===== config.mk =====
export PLATFORM = sky130hd
export DESIGN_NAME = mlfq_thread_scheduler_top
export DESIGN_NICKNAME = d
export VERILOG_FILES = /design/src/hw/rtl/mlfq_pkg.sv /design/src/hw/rtl/mlfq_slot.sv /design/src/hw/rtl/mlfq_queues.sv /design/src/hw/rtl/mlfq_thread_scheduler_top.sv
export SDC_FILE = /design/constraint.sdc
export NUM_CORES = 1
export LEC_CHECK = 0
export ABC_AREA = 1
export BUFFER_PORTS_ARGS = -buffer_cell sky130_fd_sc_hd__buf_2
export CORE_MARGIN = 3
export CORE_UTILIZATION = 36
export DETAILED_ROUTE_END_ITERATION = 10
export PLACE_DENSITY = 0.63
export SYNTH_ARGS = -nofsm -noshare
export SYNTH_HDL_FRONTEND = slang
export SYNTH_SLANG_ARGS = --single-unit

===== constraint.sdc =====
create_clock -name i_clk -period 4.8 [get_ports i_clk]
set_input_delay 0 -clock i_clk [delete_from_list [all_inputs] [get_ports i_clk]]
set_output_delay 0 -clock i_clk [all_outputs]
set_load 0.05 [all_outputs]

===== src/hw/rtl/mlfq_pkg.sv =====
`default_nettype none

package mlfq_pkg;

    localparam int LVL_W           = 3;
    localparam int REQ_W           = 2;
    localparam int PRIO_W          = 3;
    localparam int STATUS_W        = 2;
    localparam int ID_OUT_W        = 4;
    localparam int SLICE_W         = 6;
    localparam int SLICE_PER_LEVEL = 10;

    typedef enum logic [REQ_W-1:0] {
        REQ_CREATE = 2'd0,
        REQ_EXPIRE = 2'd1,
        REQ_EXIT   = 2'd2
    } t_req;

    typedef enum logic [STATUS_W-1:0] {
        ST_OK      = 2'd0,
        ST_NO_SLOT = 2'd1,
        ST_IDLE    = 2'd2
    } t_status;

    // slot bitmap commands
    typedef struct packed {
        logic alloc;
        logic free;
    } t_slot_ctl;

    // ready queue commands; when both come in the same cycle, push is applied before pop
    typedef struct packed {
        logic             push;
        logic [LVL_W-1:0] push_lvl;
        logic             pop;
    } t_q_ctl;

    typedef struct packed {
        logic             any_ready;  // before this cycle's push
        logic             found;      // after this cycle's push
        logic [LVL_W-1:0] lvl;
    } t_q_sts;

endpackage

`default_nettype wire


===== src/hw/rtl/mlfq_slot.sv =====
`default_nettype none

module mlfq_slot #(
    parameter int MAX_THREADS = 16,
    parameter int ID_W        = $clog2(MAX_THREADS)
) (
    input  wire                  i_clk,
    input  wire                  i_rst_n,
    input  mlfq_pkg::t_slot_ctl  i_ctl,
    input  wire  [ID_W-1:0]      i_free_id,
    output logic                 o_found,
    output logic [ID_W-1:0]      o_id
);
    import mlfq_pkg::*;

    logic [MAX_THREADS-1:0] r_used;
    logic [MAX_THREADS-1:0] n_used;

    // lowest free slot
    always_comb begin
        o_found = 1'b0;
        o_id    = '0;
        for (int i = MAX_THREADS - 1; i >= 0; i--) begin
            if (!r_used[i]) begin
                o_found = 1'b1;
                o_id    = ID_W'(i);
            end
        end
    end

    always_comb begin
        n_used = r_used;
        if (i_ctl.alloc) n_used[o_id] = 1'b1;
        if (i_ctl.free)  n_used[i_free_id] = 1'b0;
    end

    always_ff @(posedge i_clk) begin
        if (!i_rst_n) begin
            r_used <= '0;
        end else begin
            r_used <= n_used;
        end
    end

`ifndef SYNTHESIS
    a_alloc_found: assert property (@(posedge i_clk) disable iff (!i_rst_n)
        i_ctl.alloc |-> o_found)
        else $error("slot allocated with none free");
    a_free_used: assert property (@(posedge i_clk) disable iff (!i_rst_n)
        i_ctl.free |-> r_used[i_free_id])
        else $error("freeing a slot that is not in use");
    a_alloc_marks: assert property (@(posedge i_clk) disable iff (!i_rst_n)
        (i_ctl.alloc && !i_ctl.free) |=> r_used[$past(o_id)])
        else $error("allocated slot not marked used");
`endif

endmodule

`default_nettype wire


===== src/hw/rtl/mlfq_queues.sv =====
`default_nettype none

// Ready queues kept as linked lists through a per-thread next pointer;
// a thread sits in at most one queue, so FIFO order is the list order.
module mlfq_queues #(
    parameter int MAX_THREADS = 16,
    parameter int NUM_LEVELS  = 6,
    parameter int ID_W        = $clog2(MAX_THREADS)
) (
    input  wire                 i_clk,
    input  wire                 i_rst_n,
    input  mlfq_pkg::t_q_ctl    i_ctl,
    input  wire  [ID_W-1:0]     i_push_id,
    output mlfq_pkg::t_q_sts    o_sts,
    output logic [ID_W-1:0]     o_pop_id
);
    import mlfq_pkg::*;

    localparam int LQ_W = $clog2(NUM_LEVELS);

    logic [NUM_LEVELS-1:0] r_valid;
    logic [ID_W-1:0]       r_head [NUM_LEVELS];
    logic [ID_W-1:0]       r_tail [NUM_LEVELS];
    logic [ID_W-1:0]       r_next [MAX_THREADS];

    logic [NUM_LEVELS-1:0] n_valid;
    logic [ID_W-1:0]       n_head [NUM_LEVELS];

    logic [LQ_W-1:0] push_idx;
    logic            v1 [NUM_LEVELS];
    logic [ID_W-1:0] h1 [NUM_LEVELS];
    logic [ID_W-1:0] t1 [NUM_LEVELS];
    logic [LQ_W-1:0] sel;
    logic            found;
    logic            pop_last;
    logic [ID_W-1:0] nxt;

    assign push_idx = i_ctl.push_lvl[LQ_W-1:0];

    // queue view after this cycle's push
    always_comb begin
        for (int l = 0; l < NUM_LEVELS; l++) begin
            v1[l] = r_valid[l];
            h1[l] = r_head[l];
            t1[l] = r_tail[l];
            if (i_ctl.push && push_idx == LQ_W'(l)) begin
                v1[l] = 1'b1;
                t1[l] = i_push_id;
                if (!r_valid[l]) h1[l] = i_push_id;
            end
        end
    end

    // lowest non-empty level
    always_comb begin
        found = 1'b0;
        sel   = '0;
        for (int l = NUM_LEVELS - 1; l >= 0; l--) begin
            if (v1[l]) begin
                found = 1'b1;
                sel   = LQ_W'(l);
            end
        end
    end

    assign pop_last = (h1[sel] == t1[sel]);
    // next pointer of the old tail is being written this cycle
    assign nxt = (i_ctl.push && push_idx == sel && r_valid[sel] && h1[sel] == r_tail[sel])
               ? i_push_id : r_next[h1[sel]];

    always_comb begin
        for (int l = 0; l < NUM_LEVELS; l++) begin
            n_valid[l] = v1[l];
            n_head[l]  = h1[l];
        end
        if (i_ctl.pop && found) begin
            if (pop_last) n_valid[sel] = 1'b0;
            else          n_head[sel]  = nxt;
        end
    end

    assign o_pop_id        = h1[sel];
    assign o_sts.any_ready = |r_valid;
    assign o_sts.found     = found;
    assign o_sts.lvl       = LVL_W'(sel);

    always_ff @(posedge i_clk) begin
        if (!i_rst_n) begin
            r_valid <= '0;
        end else begin
            r_valid <= n_valid;
        end
    end

    always_ff @(posedge i_clk) begin
        for (int l = 0; l < NUM_LEVELS; l++) begin
            r_head[l] <= n_head[l];
            r_tail[l] <= t1[l];
        end
        if (i_ctl.push && r_valid[push_idx]) r_next[r_tail[push_idx]] <= i_push_id;
    end

`ifndef SYNTHESIS
    a_pop_found: assert property (@(posedge i_clk) disable iff (!i_rst_n)
        i_ctl.pop |-> found)
        else $error("pop from empty queues");
    a_push_level: assert property (@(posedge i_clk) disable iff (!i_rst_n)
        i_ctl.push |-> (i_ctl.push_lvl < LVL_W'(NUM_LEVELS)))
        else $error("push to level out of range");
    a_push_nonempty: assert property (@(posedge i_clk) disable iff (!i_rst_n)
        (i_ctl.push && !i_ctl.pop) |=> r_valid[$past(push_idx)])
        else $error("pushed queue reads empty");
`endif

endmodule

`default_nettype wire


===== src/hw/rtl/mlfq_thread_scheduler_top.sv =====
// Multilevel feedback queue thread scheduler.
// Input stream (s_axis): one beat per request; tdata carries req_type and
// new_priority. Output stream (m_axis): exactly one result beat per request;
// tdata carries status, thread_id, parent_id, run_priority and time_slice.
// A request beat lands in an input register; slot allocation, queue update
// and dispatch are then all resolved in one pass and written to the
// output register, from which the result shows on m_axis. One request per
// cycle is sustained while m_axis_tready is high; the state read by a
// request is the state left by the one before it.
// A stalled output (m_axis_tready low) holds the result register and,
// once the input register is also full, drops s_axis_tready; no beat is
// lost or repeated. Synchronous active-low reset frees all slots, empties
// all ready queues and clears the running thread; the block is ready in
// the first cycle after reset.
`default_nettype none

module mlfq_thread_scheduler_top #(
    parameter int MAX_THREADS = 16,
    parameter int NUM_LEVELS  = 6
) (
    input  wire         i_clk,
    input  wire         i_rst_n,
    input  wire         s_axis_tvalid,
    output logic        s_axis_tready,
    input  wire  [7:0]  s_axis_tdata,   // [1:0] req_type, [4:2] new_priority
    output logic        m_axis_tvalid,
    input  wire         m_axis_tready,
    output logic [23:0] m_axis_tdata    // [1:0] status, [5:2] thread_id,
                                        // [9:6] parent_id, [12:10] run_priority,
                                        // [18:13] time_slice
);
    import mlfq_pkg::*;

    localparam int ID_W = $clog2(MAX_THREADS);
    localparam logic [LVL_W-1:0] LVL_MAX = LVL_W'(NUM_LEVELS - 1);

    logic                r_in_valid;
    logic [REQ_W-1:0]    r_req;
    logic [PRIO_W-1:0]   r_prio;
    logic                r_out_valid;
    logic [18:0]         r_out_data;
    logic                r_run_valid;
    logic [ID_W-1:0]     r_run_id;
    logic [LVL_W-1:0]    r_run_lvl;

    logic                n_run_valid;
    logic [ID_W-1:0]     n_run_id;
    logic [LVL_W-1:0]    n_run_lvl;

    logic                advance;
    t_slot_ctl           slot_raw, slot_ctl;
    t_q_ctl              q_raw, q_ctl;
    logic [ID_W-1:0]     push_id;
    logic                slot_found;
    logic [ID_W-1:0]     slot_id;
    t_q_sts              q_sts;
    logic [ID_W-1:0]     pop_id;
    logic                do_dispatch;
    logic [LVL_W-1:0]    clamp_lvl;
    logic [LVL_W-1:0]    demote_lvl;

    t_status             st;
    logic [ID_W-1:0]     res_id;
    logic [ID_W-1:0]     res_par;
    logic [LVL_W-1:0]    res_lvl;
    logic [ID_W+ID_OUT_W-1:0] id_ext, par_ext;
    logic [SLICE_W-1:0]  res_slice;

    assign advance       = r_in_valid && (!r_out_valid || m_axis_tready);
    assign s_axis_tready = i_rst_n && (!r_in_valid || advance);

    assign clamp_lvl  = (r_prio > LVL_MAX) ? LVL_MAX : r_prio;
    assign demote_lvl = (r_run_lvl >= LVL_MAX) ? LVL_MAX : r_run_lvl + LVL_W'(1);

    always_comb begin
        slot_raw    = '0;
        q_raw       = '0;
        push_id     = '0;
        do_dispatch = 1'b0;
        n_run_valid = r_run_valid;
        n_run_id    = r_run_id;
        n_run_lvl   = r_run_lvl;
        st          = ST_IDLE;
        res_id      = '0;
        res_par     = '0;
        res_lvl     = '0;
        case (t_req'(r_req))
            REQ_CREATE: begin
                if (slot_found) begin
                    slot_raw.alloc = 1'b1;
                    q_raw.push     = 1'b1;
                    q_raw.push_lvl = clamp_lvl;
                    push_id        = slot_id;
                    st             = ST_OK;
                    res_id         = slot_id;
                    res_par        = r_run_valid ? r_run_id : '0;
                    res_lvl        = clamp_lvl;
                end else begin
                    st = ST_NO_SLOT;
                end
            end
            REQ_EXPIRE: begin
                if (r_run_valid && !q_sts.any_ready) begin
                    // nothing else ready: keep running, fresh slice
                    st      = ST_OK;
                    res_id  = r_run_id;
                    res_lvl = r_run_lvl;
                end else begin
                    if (r_run_valid) begin
                        q_raw.push     = 1'b1;
                        q_raw.push_lvl = demote_lvl;
                        push_id        = r_run_id;
                        n_run_valid    = 1'b0;
                    end
                    do_dispatch = 1'b1;
                end
            end
            REQ_EXIT: begin
                if (r_run_valid) begin
                    slot_raw.free = 1'b1;
                    n_run_valid   = 1'b0;
                end
                do_dispatch = 1'b1;
            end
            default: begin
                st = ST_IDLE;
            end
        endcase
        if (do_dispatch) begin
            if (q_sts.found) begin
                q_raw.pop   = 1'b1;
                st          = ST_OK;
                res_id      = pop_id;
                res_lvl     = q_sts.lvl;
                n_run_valid = 1'b1;
                n_run_id    = pop_id;
                n_run_lvl   = q_sts.lvl;
            end else begin
                st = ST_IDLE;
            end
        end
    end

    always_comb begin
        slot_ctl       = slot_raw;
        slot_ctl.alloc = slot_raw.alloc && advance;
        slot_ctl.free  = slot_raw.free && advance;
        q_ctl          = q_raw;
        q_ctl.push     = q_raw.push && advance;
        q_ctl.pop      = q_raw.pop && advance;
    end

    assign id_ext    = {{ID_OUT_W{1'b0}}, res_id};
    assign par_ext   = {{ID_OUT_W{1'b0}}, res_par};
    assign res_slice = SLICE_W'(SLICE_W'(res_lvl) * SLICE_W'(SLICE_PER_LEVEL));

    mlfq_slot #(
        .MAX_THREADS (MAX_THREADS)
    ) u_slot (
        .i_clk     (i_clk),
        .i_rst_n   (i_rst_n),
        .i_ctl     (slot_ctl),
        .i_free_id (r_run_id),
        .o_found   (slot_found),
        .o_id      (slot_id)
    );

    mlfq_queues #(
        .MAX_THREADS (MAX_THREADS),
        .NUM_LEVELS  (NUM_LEVELS)
    ) u_queues (
        .i_clk     (i_clk),
        .i_rst_n   (i_rst_n),
        .i_ctl     (q_ctl),
        .i_push_id (push_id),
        .o_sts     (q_sts),
        .o_pop_id  (pop_id)
    );

    always_ff @(posedge i_clk) begin
        if (!i_rst_n) begin
            r_in_valid  <= 1'b0;
            r_out_valid <= 1'b0;
            r_run_valid <= 1'b0;
            r_run_id    <= '0;
            r_run_lvl   <= '0;
        end else begin
            if (s_axis_tvalid && s_axis_tready) begin
                r_in_valid <= 1'b1;
            end else if (advance) begin
                r_in_valid <= 1'b0;
            end
            if (advance) begin
                r_out_valid <= 1'b1;
                r_run_valid <= n_run_valid;
                r_run_id    <= n_run_id;
                r_run_lvl   <= n_run_lvl;
            end else if (m_axis_tready) begin
                r_out_valid <= 1'b0;
            end
        end
    end

    always_ff @(posedge i_clk) begin
        if (s_axis_tvalid && s_axis_tready) begin
            r_req  <= s_axis_tdata[1:0];
            r_prio <= s_axis_tdata[4:2];
        end
        if (advance) begin
            r_out_data <= {res_slice, res_lvl, par_ext[ID_OUT_W-1:0],
                           id_ext[ID_OUT_W-1:0], st};
        end
    end

    assign m_axis_tvalid = r_out_valid;
    assign m_axis_tdata  = {5'b0, r_out_data};

`ifndef SYNTHESIS
    a_dispatch_runs: assert property (@(posedge i_clk) disable iff (!i_rst_n)
        q_ctl.pop |=> (r_run_valid && r_out_valid))
        else $error("dispatch did not leave a running thread");
    a_dispatch_id: assert property (@(posedge i_clk) disable iff (!i_rst_n)
        q_ctl.pop |=> (r_out_data[1:0] == ST_OK && r_run_id == $past(pop_id)))
        else $error("dispatched id mismatch");
    a_no_slot_quiet: assert property (@(posedge i_clk) disable iff (!i_rst_n)
        (advance && st == ST_NO_SLOT) |-> (!q_ctl.push && !slot_ctl.alloc))
        else $error("state change on failed create");
`endif

endmodule

`default_nettype wire


; After elaboration in Yosys (flattened, before gate mapping)
; Memory sizes are Yosys's and may differ from the RTL's.
; Index checks and enable logic that the tools add are counted.
[totals]
mem_count = 3
output_inout_bits = 26
ff_bits = 55
ramBits = 112
wordCells = 214
in_bits = 12
[mem_list]
columns = memory, words, width, read_ports, rd_ports_with_merged_regs, write_ports, line_no
row1 = u_queues.r_next, 16, 4, 1, 0, 1, mlfq_queues.sv:24  ; logic [ID_W-1:0] r_next [MAX_THREADS];
row2 = u_queues.r_head, 6, 4, 6, 0, 6, mlfq_queues.sv:22  ; logic [ID_W-1:0] r_head [NUM_LEVELS];
row3 = u_queues.r_tail, 6, 4, 8, 0, 6, mlfq_queues.sv:23  ; logic [ID_W-1:0] r_tail [NUM_LEVELS];
[op_classes]
bitwise = 6
n_mux = 136
reduce_logical = 35
n_addsub = 1
n_lt_le_gt_ge = 11
mul = 1
n_eq_ne = 10
[ops]
columns = op, count
row1 = $mux 4, 49
row2 = $mux 1, 50
row3 = $mux 24, 2
row4 = $mux 3, 12
row5 = $mux 16, 2
row6 = $bmux 4 s3, 2
row7 = $bwmux 24, 1
row8 = $pmux 4 s2, 3
row9 = $logic_and 1x1->1, 23
row10 = $and 16x16->16, 1
row11 = $not 16->16, 1
row12 = $or 16x16->16, 1
row13 = $demux 4 s3, 1
row14 = $mux 6, 2
row15 = $lt 4x5->1 const B, 2
row16 = $demux 1 s4, 2
row17 = $eq 4x4->1, 2
row18 = $ge 4x1->1 const B, 2
row19 = $lt 3x4->1 const B, 2
row20 = $and 6x6->6, 1
row21 = $bmux 1 s3, 2
row22 = $eq 3x2->1 const B, 2
row23 = $eq 3x3->1 const B, 2
row24 = $mux 2, 3
row25 = other kinds (25), 30

; Logic depth before layout (Yosys ltp)
[logic_depth]
ltp_word = 37
ltp_mapped = 32
ltp_nobuf = 31

; Hierarchy
; From an unflattened synthesis, not the netlist that was laid out.
[hier_totals]
hier_cells = 1225
area_unflattened_um2 = 9474.1
[by_module_without_submodules]
columns = mod, area_each_um2, instances, cells_per_inst, seq_area_each_um2
row1 = mlfq_queues, 6777.8, 1, 879, 3002.9
row2 = mlfq_thread_scheduler_top, 1734.2, 1, 201, 830.8
row3 = mlfq_slot, 962.2, 1, 145, 320.3

; Worst setup path before layout
; Ideal clock, no wire load.
[synth_timing]
path_kind = register to register
start = register r_out_valid (netlist: m_axis_tvalid)
end = memory u_queues.r_head[0][3] in the netlist's numbering
setup_time_ns = 0.115
setup_slack_ns = 1.293
stages_incl_launch_ff = 28
path_buffers = 3
synth_period_minus_slack_ns = 3.507
required_ns = 4.685
arrival_time_ns = 3.392
cell_sequence = dfxtp_1 nand2_1 nand2_1 inv_1 buf_2 nand2_1 nand2_1 inv_2 nor2_8 nand3_2 nand2_2 inv_2 nand2_2 nand2_4 nand2_4 nand2_4 buf_6 nand3_1 nand2_1 nor2_4 buf_2 nand3_1 nand3_1 nand3_1 nand3_1 nand3_1 nand3_1 nand2_1
[synth_rtl]
columns = item, line_no
row1 = from (decl), mlfq_thread_scheduler_top.sv:40  ; logic r_out_valid;
row2 = from (signal assigned), mlfq_thread_scheduler_top.sv:183  ; r_out_valid <= 1'b0;
row3 = from (signal assigned), mlfq_thread_scheduler_top.sv:194  ; r_out_valid <= 1'b1;
row4 = from (signal assigned), mlfq_thread_scheduler_top.sv:199  ; r_out_valid <= 1'b0;
row5 = to (decl), mlfq_queues.sv:22

==> reports/qor_table.md <==
| Quantity | This run | Unit |
|:---|:---|:---|
| Number of max-slew violations in the final report | 0 | - |
| Inst Count DP | 1551 | - |
| DIE WIDTH | 165 | um |
| Mean post-synth cell area | 7.60 | um^2 |
| Final Hold Fails | 0 | - |
| Worst Clk Skew | 0.0108 | ns |
| Sinks on Clock Net | 165 | - |
| Number of detailed-routing iterations run before antenna repair | 7 | - |
| Class of the tightest hold or removal check | in -> reg | - |
| Instance count along the most critical hold path | 3 | - |
| DPL Wire Length | 18.8 | mm |
| Remaining max-slew budget at the tightest pin | 0.393 | - |
| Post-Route Utilization | 0.424 | - |
| CTS buffer count | 17 | - |
| Endpoint class of the critical path | flop | - |
| Status | complete, no violations | - |
| Wire per inst | 16.6 | um |
| Clock buffer depth | 2 | - |
| Max Used Layer | met4 | - |
| Final weighted congestion in routability-driven placement | 0.928 | - |
| EDFF count, synth | 85 | - |
| Worst path arrival time | 4.80 | ns |
| Diodes inserted | 0 | - |
| Initial standard-cell utilization of the core | 0.370 | - |
| Critical Path Stages | 25 | - |
| Post-synthesis sequential area ratio | 0.456 | - |
| Floorplan die area | 27200 | um^2 |
| Total leakage power | 4.75 | nW |
| Height of the chip | 165 | um |
| DRC violations left | 0 | - |
| Post-route met1 wirelength | 11.6 | mm |
| Critical-path maximum fanout | 15 | - |
| Path type of the worst setup path | reg -> reg | - |
| Final wirelength | 26.5 | mm |
| Number of placement rows | 57 | - |
| Final worst path period share | 0.932 | - |
| Power density cells | 332 | nW/um^2 |
| Largest net degree at the start of global routing | 30 | - |
| Count of routing violations after the opening detailed-route iteration | 1015 | - |
| Count of boundary I/O pins | 38 | - |
| Worst path max stage delay | 0.39 | ns |
| Buffers & Inverters on Critical Path | 5 | - |
| Worst skew pair latency | 0.43 | ns |
| Length in cells of the worst reg-to-reg path | 25 | - |
| Total of buffers placed on input and output ports | 28 | - |
| Syn Std Cell Area | 9110 | um^2 |
| Count of final setup violators | 0 | - |
| Most common cell after layout, fill and taps aside | sky130_fd_sc_hd__nand2_1 | - |
| Via count of the routed design | 8288 | - |
| Post-DP Area | 9740 | um^2 |
| Met2 routed wirelength | 12.2 | mm |
| Worst voltage drop across the vdd grid | 258 | uV |
| Crit start category | flop | - |
| Total global routing track utilization | 0.196 | - |
| Post-layout minimum cycle time | 4.47 | ns |
| Initial antenna violation count | 0 | - |
| Clock input transition at the sequential cells of the worst setup and hold paths | 0.07 | ns |
| Register bit total from synthesis | 165 | - |
| Number of violations of the max-capacitance limit | 0 | - |
| Synth async-reset ratio | 0 | - |
| Met3 wire len | 2.03 | mm |
| Worst hold margin | 0.0971 | ns |
| Fraction of final layout cells with drive strength greater than 1 | 0.147 | - |
| Max Clock Freq | 224 | MHz |
| Commonest cells after routing, fill and taps aside | sky130_fd_sc_hd__nand2_1 (286), sky130_fd_sc_hd__inv_1 (173), sky130_fd_sc_hd__nand3_1 (144) | - |
| Primary FF master, synth | sky130_fd_sc_hd__edfxtp_1 | - |
| Least-Margin Pin Slew | 0.903 | ns |
| Vias/cell | 5.20 | - |
| Flop-to-flop setup slack | 0.33 | ns |
| Most common cell on crit path | sky130_fd_sc_hd__nand2_1 | - |
| Post-layout instance count excluding filler cells | 1594 | - |
| Final sum of negative setup slack | 0 | ns |
| Global-route congestion overflow total | 0 | - |
| Final antenna-violating net count | 0 | - |
| Clock root cell | sky130_fd_sc_hd__clkbuf_16 | - |
| Slowest cell on crit path | sky130_fd_sc_hd__edfxtp_1 | - |
| Clock tree from TritonCTS | done | - |
| Instance count of the mapped netlist | 1198 | - |
| First-pass GRT wire length | 41.0 | mm |
| Total core area | 24600 | um^2 |
| Cell family contributing the most delay on the critical path | simple AND/OR/NAND/NOR gates | - |
| Post-route design area | 10400 | um^2 |
| Data required, critical path | 5.12 | ns |
| Number of unique standard cell types used by synthesis | 51 | - |
| Vias in the first global route | 7748 | - |
| Warnings, synthesis | 0 | - |
| Layout area overhead | 14.6 | % |
| H-tree depth | 4 | - |
| RSZ-0062 raised after global routing | no | - |
| Net count reported at finish | 1276 | - |
cell families (layout without fill, tap and decap cells):
logic type	count (synthesis)	after routing	synth area share
buf+inv	237	304	0.105
fa+ha+maj	7	7	0.00961
flops	165	165	0.456
xor+xnor	3	3	0.00288
compound gates	162	162	0.107
other cells	1	6	0.000412
mux	2	2	0.00220
simple gates	621	621	0.317
where the power goes:
part / switching [mW] / leakage [nW] / internal [mW]
sequential: 0.0119 / 1.36 / 1.51
combinational: 0.407 / 3.10 / 0.182
clock: 0.594 / 0.286 / 0.771
total: 1.01 / 4.75 / 2.46
per-layer routing:
| metal | vias up | global-route usage |
|---|---|---|
| met2 | 348 | 0.315 |
| met1 | 3857 | 0.262 |
| li1 | 4031 | - |
| met3 | 52 | 0.0412 |
| met5 | - | 0 |
| met4 | 0 | 0.0717 |
tightest hold or removal path: stages:
cell and delay [ns]:
sky130_fd_sc_hd__buf_2 0.28, sky130_fd_sc_hd__nand3_1 0.16, sky130_fd_sc_hd__inv_1 0.03
flip-flops by register name, indices dropped and copies added (netlist names), 2 cells and up:
| name | count |
|---|---|
| u_queues.r_next | 64 |
| u_queues.r_head | 24 |
| u_queues.r_tail | 24 |
| r_out_data | 16 |
| u_slot.r_used | 16 |
| u_queues.r_valid | 6 |
| r_run_id | 4 |
| r_prio | 3 |
| r_run_lvl | 3 |
| r_req | 2 |
timing repair:
item / 4_1_cts / 5_1_grt
setup buffers: 0 / 3
setup endpoints to repair: 0 / 25
gates resized for setup: 0 / 6
hold buffers: 8 / 0
hold endpoints to repair: 9 / 0
cells in the mapped netlist, types with 10 or more instances:
library cell / instances / share of area
sky130_fd_sc_hd__nand2_1: 286 / 0.12
sky130_fd_sc_hd__inv_1: 173 / 0.071
sky130_fd_sc_hd__nand3_1: 145 / 0.080
sky130_fd_sc_hd__nor2_1: 101 / 0.042
sky130_fd_sc_hd__edfxtp_1: 85 / 0.28
sky130_fd_sc_hd__dfxtp_1: 80 / 0.18
sky130_fd_sc_hd__o21ai_0: 69 / 0.038
sky130_fd_sc_hd__a21oi_1: 34 / 0.019
sky130_fd_sc_hd__inv_2: 30 / 0.012
sky130_fd_sc_hd__nand3b_1: 18 / 0.015
sky130_fd_sc_hd__nand2_2: 12 / 0.0082
sky130_fd_sc_hd__nand4_1: 12 / 0.0082
sky130_fd_sc_hd__buf_2: 11 / 0.0060
sky130_fd_sc_hd__buf_4: 11 / 0.0091
sky130_fd_sc_hd__o22ai_1: 10 / 0.0069
final timing paths:
| kind | startpoint | end |
|---|---|---|
| max | r_req[1] | u_queues.r_head[5][3] |
| min | i_rst_n | u_queues.r_valid[2] |
| max reg2reg | r_req[1] | u_queues.r_head[5][3] |
| min reg2reg | r_in_valid | m_axis_tvalid |
through the flow:
step	worst slack, ns	total power, mW
floorplan	1.29	1.93
global placement	0.413	2.11
detailed placement	0.321	2.11
CTS	0.302	3.48
global route	0.00807	3.60
finish	0.327	3.47
final cells by class:
class                   count  area (um^2)
well taps                 324          405
clock inverters            14          149
multi-input cells         801         4040
flip-flops and latches    165         4150
inverters                 205          776
repair buffers             67          490
clock buffers              18          429
fillers                  2459        14200
(Power assumes the default switching activity.)
